**src/rtl/cbft_pkg.sv**
```systemverilog
// ----------------------------------------------------------------------------
// cbft_pkg
// Shared constants for the CAN base frame transmitter: command and status
// codes and the frame layout figures.
// ----------------------------------------------------------------------------
`default_nettype none

package cbft_pkg;

  // command codes carried in the mode field
  localparam logic MODE_LOAD = 1'b0;
  localparam logic MODE_TICK = 1'b1;

  // status codes reported with every result word
  localparam logic [2:0] ST_IDLE       = 3'd0;
  localparam logic [2:0] ST_SENDING    = 3'd1;
  localparam logic [2:0] ST_DONE_ACK   = 3'd2;
  localparam logic [2:0] ST_DONE_NOACK = 3'd3;
  localparam logic [2:0] ST_ARB_LOST   = 3'd4;
  localparam logic [2:0] ST_REJECTED   = 3'd5;
  localparam logic [2:0] ST_BUSY       = 3'd6;

  // frame layout, in frame bits (stuff bits not counted)
  localparam int unsigned POS_W      = 7;
  localparam logic [6:0]  DATA_START = 7'd19;
  localparam logic [6:0]  CRC_BITS   = 7'd15;
  localparam logic [6:0]  ACK_CHECK  = 7'd17;  // readback of the ACK slot
  localparam logic [6:0]  FRAME_TAIL = 7'd25;  // CRC, delimiters, ACK, EOF

  localparam logic [14:0] CRC_POLY  = 15'h4599;
  localparam logic [2:0]  STUFF_RUN = 3'd5;
  localparam logic [3:0]  MAX_BYTES = 4'd8;

endpackage

`default_nettype wire

```
**src/rtl/cbft_frame_bit.sv**
```systemverilog
// ----------------------------------------------------------------------------
// cbft_frame_bit
// Selects the unstuffed frame bit at a given position from the latched
// identifier, DLC, data and running CRC, and flags the stuffing and CRC zones.
// ----------------------------------------------------------------------------
`default_nettype none

module cbft_frame_bit (
  input  wire logic [6:0]  bit_position,
  input  wire logic [10:0] id_store,
  input  wire logic [3:0]  length_store,
  input  wire logic [63:0] payload_store,
  input  wire logic [14:0] crc_register,
  output logic [6:0]       crc_start,
  output logic             frame_bit,
  output logic             in_crc_feed,
  output logic             in_stuff_zone
);
  import cbft_pkg::*;

  logic [6:0] data_off;
  logic [6:0] crc_off;
  logic [3:0] id_idx;
  logic [1:0] dlc_idx;
  logic [5:0] pay_idx;
  logic [3:0] crc_idx;

  // length_store never exceeds eight bytes once loaded
  assign crc_start     = DATA_START + {length_store, 3'b000};
  assign in_crc_feed   = bit_position < crc_start;
  assign in_stuff_zone = bit_position < (crc_start + CRC_BITS);

  assign data_off = bit_position - DATA_START;
  assign crc_off  = bit_position - crc_start;
  assign id_idx   = 4'(7'd11 - bit_position);
  assign dlc_idx  = 2'(7'd18 - bit_position);
  assign pay_idx  = 6'd63 - data_off[5:0];
  assign crc_idx  = 4'd14 - crc_off[3:0];

  // field select: SOF, ID, RTR/IDE/r0, DLC, data, CRC, recessive tail
  always_comb begin
    if (bit_position == 7'd0) begin
      frame_bit = 1'b0;
    end else if (bit_position <= 7'd11) begin
      frame_bit = id_store[id_idx];
    end else if (bit_position <= 7'd14) begin
      frame_bit = 1'b0;
    end else if (bit_position < DATA_START) begin
      frame_bit = length_store[dlc_idx];
    end else if (in_crc_feed) begin
      frame_bit = payload_store[pay_idx];
    end else if (in_stuff_zone) begin
      frame_bit = crc_register[crc_idx];
    end else begin
      frame_bit = 1'b1;
    end
  end

endmodule

`default_nettype wire

```
**src/rtl/can_base_frame_transmitter_unit.sv**
```systemverilog
// ----------------------------------------------------------------------------
// can_base_frame_transmitter_unit
// CAN 2.0A base data frame transmitter, one bus bit per tick word.
// ----------------------------------------------------------------------------
// Input channel (in_valid/in_ready): a load word (mode 0) latches identifier,
// DLC and data and starts a frame when idle with a DLC of at most 8; a tick
// word (mode 1) advances one bit time, carrying the bus level read back for
// the bit driven on the previous tick. Output channel (out_valid/out_ready):
// exactly one result word per input word: the level to drive, a status code
// and a frame_done flag. The result of a word is registered and shown from
// the edge after it is accepted. Throughput is one word per cycle; the frame
// state and the result register are updated in the same edge, with the bit
// select, the stuffing counter and the CRC-15 step in between.
// If the receiver stalls, the result register holds and in_ready stays low
// until it is taken; a result leaving and a new word entering can share one
// edge. Stuff bits are inserted from SOF through the last CRC bit; a stuff
// bit starts the next run. A recessive bit read back dominant (outside the
// ACK slot) aborts the frame.
// Reset clears the output register and returns the transmitter to idle,
// driving recessive.
// ----------------------------------------------------------------------------
`default_nettype none

module can_base_frame_transmitter_unit (
  input  wire logic        clk,
  input  wire logic        rst,
  input  wire logic        in_valid,
  output logic             in_ready,
  input  wire logic        mode,
  input  wire logic [10:0] frame_id,
  input  wire logic [3:0]  data_length,
  input  wire logic [63:0] payload,
  input  wire logic        rx_level,
  output logic             out_valid,
  input  wire logic        out_ready,
  output logic             tx_level,
  output logic [2:0]       status,
  output logic             frame_done
);
  import cbft_pkg::*;

  typedef enum logic {PH_IDLE, PH_SEND} phase_t;

  phase_t      phase, phase_next;
  logic [6:0]  bit_position, bit_position_next;
  logic [10:0] id_store, id_store_next;
  logic [3:0]  length_store, length_store_next;
  logic [63:0] payload_store, payload_store_next;
  logic [14:0] crc_register, crc_register_next;
  logic [2:0]  run_length, run_length_next;
  logic        last_bit, last_bit_next;
  logic        stuff_pending, stuff_pending_next;
  logic        last_sent, last_sent_next;
  logic        ack_flag, ack_flag_next;

  logic        res_tx;
  logic [2:0]  res_status;
  logic        res_done;
  logic        accept;

  logic [6:0]  crc_start;
  logic        fbit;
  logic        in_crc_feed;
  logic        in_stuff_zone;
  logic [14:0] crc_shift;

  cbft_frame_bit u_frame_bit (
    .bit_position  (bit_position),
    .id_store      (id_store),
    .length_store  (length_store),
    .payload_store (payload_store),
    .crc_register  (crc_register),
    .crc_start     (crc_start),
    .frame_bit     (fbit),
    .in_crc_feed   (in_crc_feed),
    .in_stuff_zone (in_stuff_zone)
  );

  // take a word whenever the result register is free or being emptied
  assign in_ready = !out_valid || out_ready;
  assign accept   = in_valid && in_ready;

  // one CRC-15 step on the frame bit
  assign crc_shift = {crc_register[13:0], 1'b0} ^
                     ((crc_register[14] ^ fbit) ? CRC_POLY : 15'd0);

  // next frame state and result word
  always_comb begin
    phase_next         = phase;
    bit_position_next  = bit_position;
    id_store_next      = id_store;
    length_store_next  = length_store;
    payload_store_next = payload_store;
    crc_register_next  = crc_register;
    run_length_next    = run_length;
    last_bit_next      = last_bit;
    stuff_pending_next = stuff_pending;
    last_sent_next     = last_sent;
    ack_flag_next      = ack_flag;
    res_tx             = 1'b1;
    res_status         = ST_IDLE;
    res_done           = 1'b0;

    if (mode == MODE_LOAD) begin
      if (phase == PH_SEND) begin
        res_tx     = last_sent;
        res_status = ST_BUSY;
      end else if (data_length > MAX_BYTES) begin
        res_status = ST_REJECTED;
        res_done   = 1'b1;
      end else begin
        phase_next         = PH_SEND;
        id_store_next      = frame_id;
        length_store_next  = data_length;
        payload_store_next = payload;
        bit_position_next  = 7'd0;
        crc_register_next  = 15'd0;
        run_length_next    = 3'd0;
        last_bit_next      = 1'b0;
        stuff_pending_next = 1'b0;
        last_sent_next     = 1'b1;
        ack_flag_next      = 1'b0;
        res_status         = ST_SENDING;
      end
    end else if (phase == PH_SEND) begin
      if (bit_position != 7'd0 && bit_position == crc_start + ACK_CHECK) begin
        // ACK slot readback: dominant means acknowledged
        if (!rx_level) begin
          ack_flag_next = 1'b1;
        end
      end

      if (bit_position != 7'd0 && bit_position != crc_start + ACK_CHECK &&
          last_sent && !rx_level) begin
        // arbitration lost or bus error on a recessive bit
        phase_next     = PH_IDLE;
        last_sent_next = 1'b1;
        res_status     = ST_ARB_LOST;
        res_done       = 1'b1;
      end else if (bit_position >= crc_start + FRAME_TAIL) begin
        // after the last EOF bit
        phase_next     = PH_IDLE;
        last_sent_next = 1'b1;
        res_status     = ack_flag_next ? ST_DONE_ACK : ST_DONE_NOACK;
        res_done       = 1'b1;
      end else if (stuff_pending) begin
        // stuff bit: complement, and it opens the next run
        res_tx             = !last_bit;
        last_bit_next      = !last_bit;
        run_length_next    = 3'd1;
        stuff_pending_next = 1'b0;
        last_sent_next     = !last_bit;
        res_status         = ST_SENDING;
      end else begin
        res_tx = fbit;
        if (in_stuff_zone) begin
          if (run_length != 3'd0 && fbit == last_bit) begin
            run_length_next = run_length + 3'd1;
          end else begin
            run_length_next = 3'd1;
          end
          last_bit_next = fbit;
          if (run_length_next >= STUFF_RUN) begin
            stuff_pending_next = 1'b1;
          end
        end
        if (in_crc_feed) begin
          crc_register_next = crc_shift;
        end
        bit_position_next = bit_position + 7'd1;
        last_sent_next    = fbit;
        res_status        = ST_SENDING;
      end
    end
  end

  // frame state and result register
  always_ff @(posedge clk) begin
    if (rst) begin
      phase         <= PH_IDLE;
      bit_position  <= 7'd0;
      id_store      <= 11'd0;
      length_store  <= 4'd0;
      payload_store <= 64'd0;
      crc_register  <= 15'd0;
      run_length    <= 3'd0;
      last_bit      <= 1'b0;
      stuff_pending <= 1'b0;
      last_sent     <= 1'b1;
      ack_flag      <= 1'b0;
      out_valid     <= 1'b0;
      tx_level      <= 1'b1;
      status        <= ST_IDLE;
      frame_done    <= 1'b0;
    end else begin
      if (accept) begin
        phase         <= phase_next;
        bit_position  <= bit_position_next;
        id_store      <= id_store_next;
        length_store  <= length_store_next;
        payload_store <= payload_store_next;
        crc_register  <= crc_register_next;
        run_length    <= run_length_next;
        last_bit      <= last_bit_next;
        stuff_pending <= stuff_pending_next;
        last_sent     <= last_sent_next;
        ack_flag      <= ack_flag_next;
        out_valid     <= 1'b1;
        tx_level      <= res_tx;
        status        <= res_status;
        frame_done    <= res_done;
      end else if (out_ready) begin
        out_valid <= 1'b0;
      end
    end
  end

endmodule

`default_nettype wire
```
**config.mk**
```make
export PLATFORM = sky130hd
export DESIGN_NAME = can_base_frame_transmitter_unit
export DESIGN_NICKNAME = d
export VERILOG_FILES = /design/src/rtl/cbft_pkg.sv /design/src/rtl/cbft_frame_bit.sv /design/src/rtl/can_base_frame_transmitter_unit.sv
export SDC_FILE = /design/constraint.sdc
export NUM_CORES = 1
export LEC_CHECK = 0
export ABC_AREA = 0
export BUFFER_PORTS_ARGS = -buffer_cell sky130_fd_sc_hd__buf_4
export CORE_MARGIN = 3
export CORE_UTILIZATION = 40
export CTS_CLUSTER_DIAMETER = 60
export CTS_CLUSTER_SIZE = 20
export DETAILED_ROUTE_END_ITERATION = 12
export PLACE_DENSITY = 0.68
export SLEW_MARGIN = 20
export SYNTH_ARGS = -nofsm -noshare
export SYNTH_HDL_FRONTEND = slang
export SYNTH_SLANG_ARGS = --single-unit
```
**constraint.sdc**
```tcl
create_clock -name clk -period 4 [get_ports clk]
set_input_delay 0.6 -clock clk [delete_from_list [all_inputs] [get_ports clk]]
set_output_delay 0.6 -clock clk [all_outputs]
set_load 0.005 [all_outputs]
```
==> metrics.txt, run 1 <==
status=complete, no violations; most frequent cells in the layout=195 x nand2_1, 114 x dfxtp_1, 107 x a21oi_1; Post-CTS Resized=0; post-synthesis async set-or-reset flop share=0; core area=15,300 um^2; final core occ=0.505; HPWL Detailed=10,700 um; Synth cell types=72; IO Port Bufs=91; Overflow after GRT=0; clock sinks=about 120; Worst Path Arrival=~3800 ps; DRC=0; Max-Cap Viols=0; layout cells sized above 1=0.218; syn nets=about 860; full die area=around 17,000 um^2; leading cell type in the layout, fill and taps excluded=nand2_1; Peak VDD IR=slightly above 0.0003 V; Die Wd=about 130 um; row cnt=45; maximum clock rate=0.290 GHz; first-pass GRT wire length=~25,000 um; CTS H-tree depth=4; Wirelength per Cell=roughly 15 um; Fin. Hold Viols=0; Syn Area/Cell=~8.4 um^2; Power Density=404 nW/um^2; RSZ-0062 raised after global routing=no; endpoints failing setup=0; area added between synthesis and finish=22.6%; relative slew slack=0.433; leak pwr=a little under 3 nW; Clock Skew=approximately 7 ps; critical path class=reg2reg; critical path required time=4320 ps; worst hold path type=in2reg; Iteration-0 DRC Markers=~420; ANT nets after route=0; deepest clock path buffer count=2; CP max FO=8; nets=~940; Ys Warns=0; via count=5,482; initial antenna violation count=0; post-synthesis cell count=749; flops & latches, synth=~120; CTS tree=built; EDFF count, synth=0; # IOs=92; setup TNS=0 ps; Post-synth top flop=dfxtp_1; CTS Hold Bufs=0; Worst-path clk slew=~50 ps; Least-Margin Pin Slew=about 850 ps; sequential area share after synthesis=0.365; routed vias/inst=approximately 5.2; Clock Tree Root=clkbuf_16; Initial Utilization=0.412; Num CTS Buffers=17; die span in y=about 130 um; CP Launch Type=flip-flop; vias in the first global route=approximately 5,100; post-CTS setup repair buffer count=0; CP Capture Type=flip-flop; number of max-slew violations in the final report=0; GRT Total Usage=0.176; Ant. Diodes=0; crit share post-route=0.862; largest net degree at the start of global routing=81; Worst-Skew Late Latency=just over 400 ps; mapped cell area=about 6300 um^2; DR pass1 iterations=5; final WL=around 15,000 um; final estimated routing congestion in global placement=~0.86; Min Clock Period, post-route=3450 ps
==> kinds of logic (layout without fill, tap and decap cells) <==
family,count (synthesis),after routing,synth area share
AND/OR/NAND/NOR,322,322,0.236
AO/OA/AOI/OAI,167,167,0.160
flip-flops,115,115,0.365
buffers and inverters,69,155,0.0553
multiplexers,35,35,0.110
adder cells (fa/ha/maj),28,28,0.0555
XOR/XNOR,13,13,0.0180
==> power breakdown <==
| part | total, W | switching [W] | internal [W] | leakage [nW] |
|---|---|---|---|---|
| clock | 0.00159 | 0.000522 | 0.00107 | 0.303 |
| sequential | 0.00121 | 0.0000258 | 0.00119 | 0.933 |
| combinational | 0.000323 | 0.000172 | 0.000152 | 1.69 |
==> path summary, 6_finish.rpt <==
check | cells past startpoint | slack (ps) | endpoint | startpoint
min | 3 | 430 | payload_store[39] | payload[39]
max reg2reg | 12 | 550 | stuff_pending | length_store[1]
max | 12 | 550 | stuff_pending | length_store[1]
min reg2reg | 2 | 450 | payload_store[39] | payload_store[39]
==> through the flow <==
stage	hold WS, ps	instances	total power (W)	worst slack, ps	cell area [um^2]
final	432	1046	0.00313	554	7740
after global routing	425	1046	0.00323	242	7740
after CTS	417	1046	0.00316	468	7730
after detailed placement	446	1015	0.00156	483	7120
after global placement	441	1015	0.00156	584	7120
after floorplan	432	749	0.00144	392	6310
==> Yosys cell counts (all sizes together) (9+ instances only) <==
| master | number | share of area |
|---|---|---|
| a21oi | 107 | 0.085 |
| buf | 12 | 0.014 |
| clkbuf | 38 | 0.027 |
| dfxtp | 115 | 0.36 |
| ha | 28 | 0.056 |
| inv | 17 | 0.010 |
| mux4 | 26 | 0.096 |
| nand2 | 196 | 0.12 |
| nand2b | 9 | 0.0089 |
| nand3 | 20 | 0.016 |
| nand3b | 12 | 0.015 |
| nor2 | 30 | 0.019 |
| nor3 | 13 | 0.010 |
| o21ai | 15 | 0.012 |
==> layout make-up <==
| type | instances | area, um^2 |
|---|---|---|
| clock inverter | 10 | 156 |
| tap | 211 | 264 |
| timing repair buffer | 107 | 816 |
| inverter | 17 | 63.8 |
| multi-input combinational | 565 | 3670 |
| fill | 1507 | 7580 |
| sequential | 115 | 2300 |
| clock buffer | 21 | 460 |
==> critical path, stage by stage (launching register included) <==
cell	delay, ps
dfxtp_1	480
inv_1	110
ha_1	360
xnor2_1	150
ha_1	300
a21o_1	180
a21oi_1	160
nand2_1	110
nor4b_1	450
a211o_2	200
nor4_2	50
or4b_4	540
o32ai_2	270
==> routing by layer <==
layer	wire length [um]	up-vias	global-route usage
li1	-	2777	-
met1	7210	2565	0.237
met2	7050	123	0.281
met3	689	17	0.0371
met4	225	0	0.0618
met5	0	-	0
==> sequential cells by signal, summed over array words and instances (netlist names), 3 cells and up <==
register and count:
id_store 11, bit_position 7, length_store 4, crc_register 15, status 3, run_length 3, payload_store 64
No activity file was read; power rests on OpenSTA's default activity.
==> inputs of run 2 (changes only) <==
- SYNTH_HIERARCHICAL: unset -> 1
==> run 2 against run 1 <==
Effect of this change:
- final cell count rose by 3.6%
- first-iteration DRC count fell by 12%
- register-to-register slack got worse by 250 ps
- critical path type unchanged
- highest routed layer unchanged
==> metrics.txt, run 2 <==
status=complete, no violations; clock sinks=115 (unchanged); flops & latches, synth=115 (unchanged); worst hold path type=in2reg; worst hold slack=424 ps (-8.14 ps); CP Capture Type=flip-flop; Synth cell types=64 (-11%); Max-Cap Viols=0 (unchanged); Yosys top cell area share=0.354 (-0.0110); endpoints failing setup=0 (unchanged); CTS tree=built; critical path required time=4350 ps (+30 ps); EDFF count, synth=0 (unchanged); IO Port Bufs=91 (unchanged); post-synthesis async set-or-reset flop share=0 (unchanged); Worst Path Arrival=4050 ps (+280 ps); Seq. cell area=2300 um^2 (about the same); Peak VDD IR=0.000288 V (-4.9%); Fillers=1,499 (-0.53%); Clock Skew=11.1 ps (+4.04 ps); ANT nets after route=0 (unchanged); CTS H-tree depth=4 (unchanged); DP Area=7330 um^2 (+3.0%); Overflow after GRT=0 (unchanged); Fin. Hold Viols=0 (unchanged); Multi-input gate area=3840 um^2 (+4.5%); leak pwr=3.22 nW (+9.9%); Synth top cells by count=206 x nand2_1, 115 x dfxtp_1, 99 x a21oi_1; post-synthesis cell count=782 (+4.4%); die span in y=134 um (+1.5%); Initial Utilization=0.419 (+0.00667); CP max FO=8 (unchanged); initial antenna violation count=0 (unchanged); mapped cell area=6510 um^2 (+3.1%); Die Wd=134 um (+1.5%); DR pass1 iterations=5 (unchanged); Power Density=389 nW/um^2 (-3.8%); final WL=15,900 um (+4.5%); CP Launch Type=flip-flop; Least-Margin Pin Slew=928 ps (+78.0 ps); synth top area cells=dfxtp_1 35%, nand2_1 12%, mux4_1 7.7%; Largest register FFs=64 (unchanged); final estimated routing congestion in global placement=0.882 (+2.2%); maximum clock rate=0.270 GHz (-6.8%); first-pass GRT wire length=26,300 um (+4.5%); Worst-Skew Late Latency=420 ps (about the same); GRT Total Usage=0.180 (+0.00358); Num CTS Buffers=17 (unchanged); CTS Hold Bufs=0 (unchanged); relative slew slack=0.381 (-0.0520); Syn Area/Cell=8.32 um^2 (-1.2%); leading cell type in the layout, fill and taps excluded=nand2_1; Ys Warns=6 (+6); nets=974 (+4.1%); Iteration-0 DRC Markers=368 (-12%); placed cells=1,052 (+3.6%); routed vias/inst=5.23 (-0.21%); via count=5,669 (+3.4%); Ant. Diodes=0 (unchanged); Post-CTS Resized=0 (unchanged); layout cells sized above 1=0.181 (-0.0370); largest register by flop count=payload_store; sequential area share after synthesis=0.354 (-0.0110); post-CTS setup repair buffer count=0 (unchanged); HPWL Detailed=10,900 um (+2.2%); Wirelength per Cell=14.6 um (+0.87%); full die area=17,800 um^2 (+3.0%); post-route cell area=7940 um^2 (+2.6%); most numerous cell in the Yosys netlist=nand2_1; setup TNS=0 ps (unchanged); core area=15,500 um^2 (+1.5%); # IOs=92 (unchanged); Synth area leader=dfxtp_1; Worst-path clk slew=60 ps (about the same); Min Clock Period, post-route=3700 ps (+253 ps); largest net degree at the start of global routing=94 (+16%); area added between synthesis and finish=22.0%; DRC=0 (unchanged); number of max-slew violations in the final report=0 (unchanged); Post-synth top flop=dfxtp_1; critical path class=reg2reg; RSZ-0062 raised after global routing=no; crit share post-route=0.925 (+0.0632); Clock Tree Root=clkbuf_16; vias in the first global route=5,423 (+5.8%); deepest clock path buffer count=2 (unchanged); most frequent cells in the layout=205 x nand2_1, 115 x dfxtp_1, 109 x buf_4; non-filler instance count after layout=1,084 (+3.6%); row cnt=45 (unchanged); Top Registers=payload_store (64), crc_register (15), id_store (11)
-- run 2: cells by family (layout without fill, tap and decap cells) --
logic type / count (synthesis) / in the layout / synth area share
xor+xnor: 28 / 28 / 0.0377
flops: 115 / 115 / 0.354
simple gates: 316 / 316 / 0.216
mux: 36 / 36 / 0.109
compound gates: 181 / 181 / 0.167
fa+ha+maj: 29 / 29 / 0.0558
other cells: 2 / 3 / 0.00115
buf+inv: 75 / 165 / 0.0592
-- run 2: path summary, 6_finish.rpt --
check                                  startpoint           endpoint  slack (ps)  depth (start not counted)
worst max-delay path              length_store[1]      run_length[1]         300                         13
worst min-delay path                  payload[30]  payload_store[30]         420                          3
worst max register to register    length_store[1]      run_length[1]         300                         13
worst min register to register  payload_store[44]  payload_store[44]         450                          2
-- run 2: per-layer routing --
layer	routed length (um)	global-route usage	part of all wire	vias to the layer above
met5	0	0	0	-
met4	284	0.0640	0.018	0
met3	763	0.0446	0.048	17
met2	7270	0.279	0.46	143
met1	7540	0.244	0.48	2615
li1	-	-	-	2894
-- run 2: area by class of cell --
class / count / area share
multi-input cells: 593 / 0.483
inverters: 23 / 0.0109
clock buffers: 20 / 0.0575
flip-flops and latches: 115 / 0.290
well taps: 211 / 0.0332
clock inverters: 12 / 0.0194
repair buffers: 110 / 0.106
-- run 2: where the power goes --
| part | internal [W] | switching (W) |
|---|---|---|
| Clock | 0.00101 | 0.000555 |
| Combinational | 0.000143 | 0.000164 |
| Sequential | 0.00119 | 0.0000243 |
-- run 2: through the flow --
| step | setup WS [ps] | util | total power [W] |
|---|---|---|---|
| 2_1_floorplan | 176 | - | 0.00143 |
| 3_3_place_gp | 406 | 0.472 | 0.00154 |
| 3_5_place_dp | 324 | 0.472 | 0.00154 |
| 4_1_cts | 327 | 0.511 | 0.00310 |
| 5_1_grt | 22.5 | 0.511 | 0.00320 |
| 6_report | 301 | 0.511 | 0.00309 |
-- run 2: critical path, stage by stage (launching register included) --
cell	delay [ps]
dfxtp_1	470
inv_1	220
ha_1	390
xnor2_1	170
ha_1	240
o21ai_0	80
nand2b_1	80
a21oi_1	350
nand4b_1	140
and3_1	280
xor2_1	170
or4_1	470
or4_1	420
a21oi_1	150
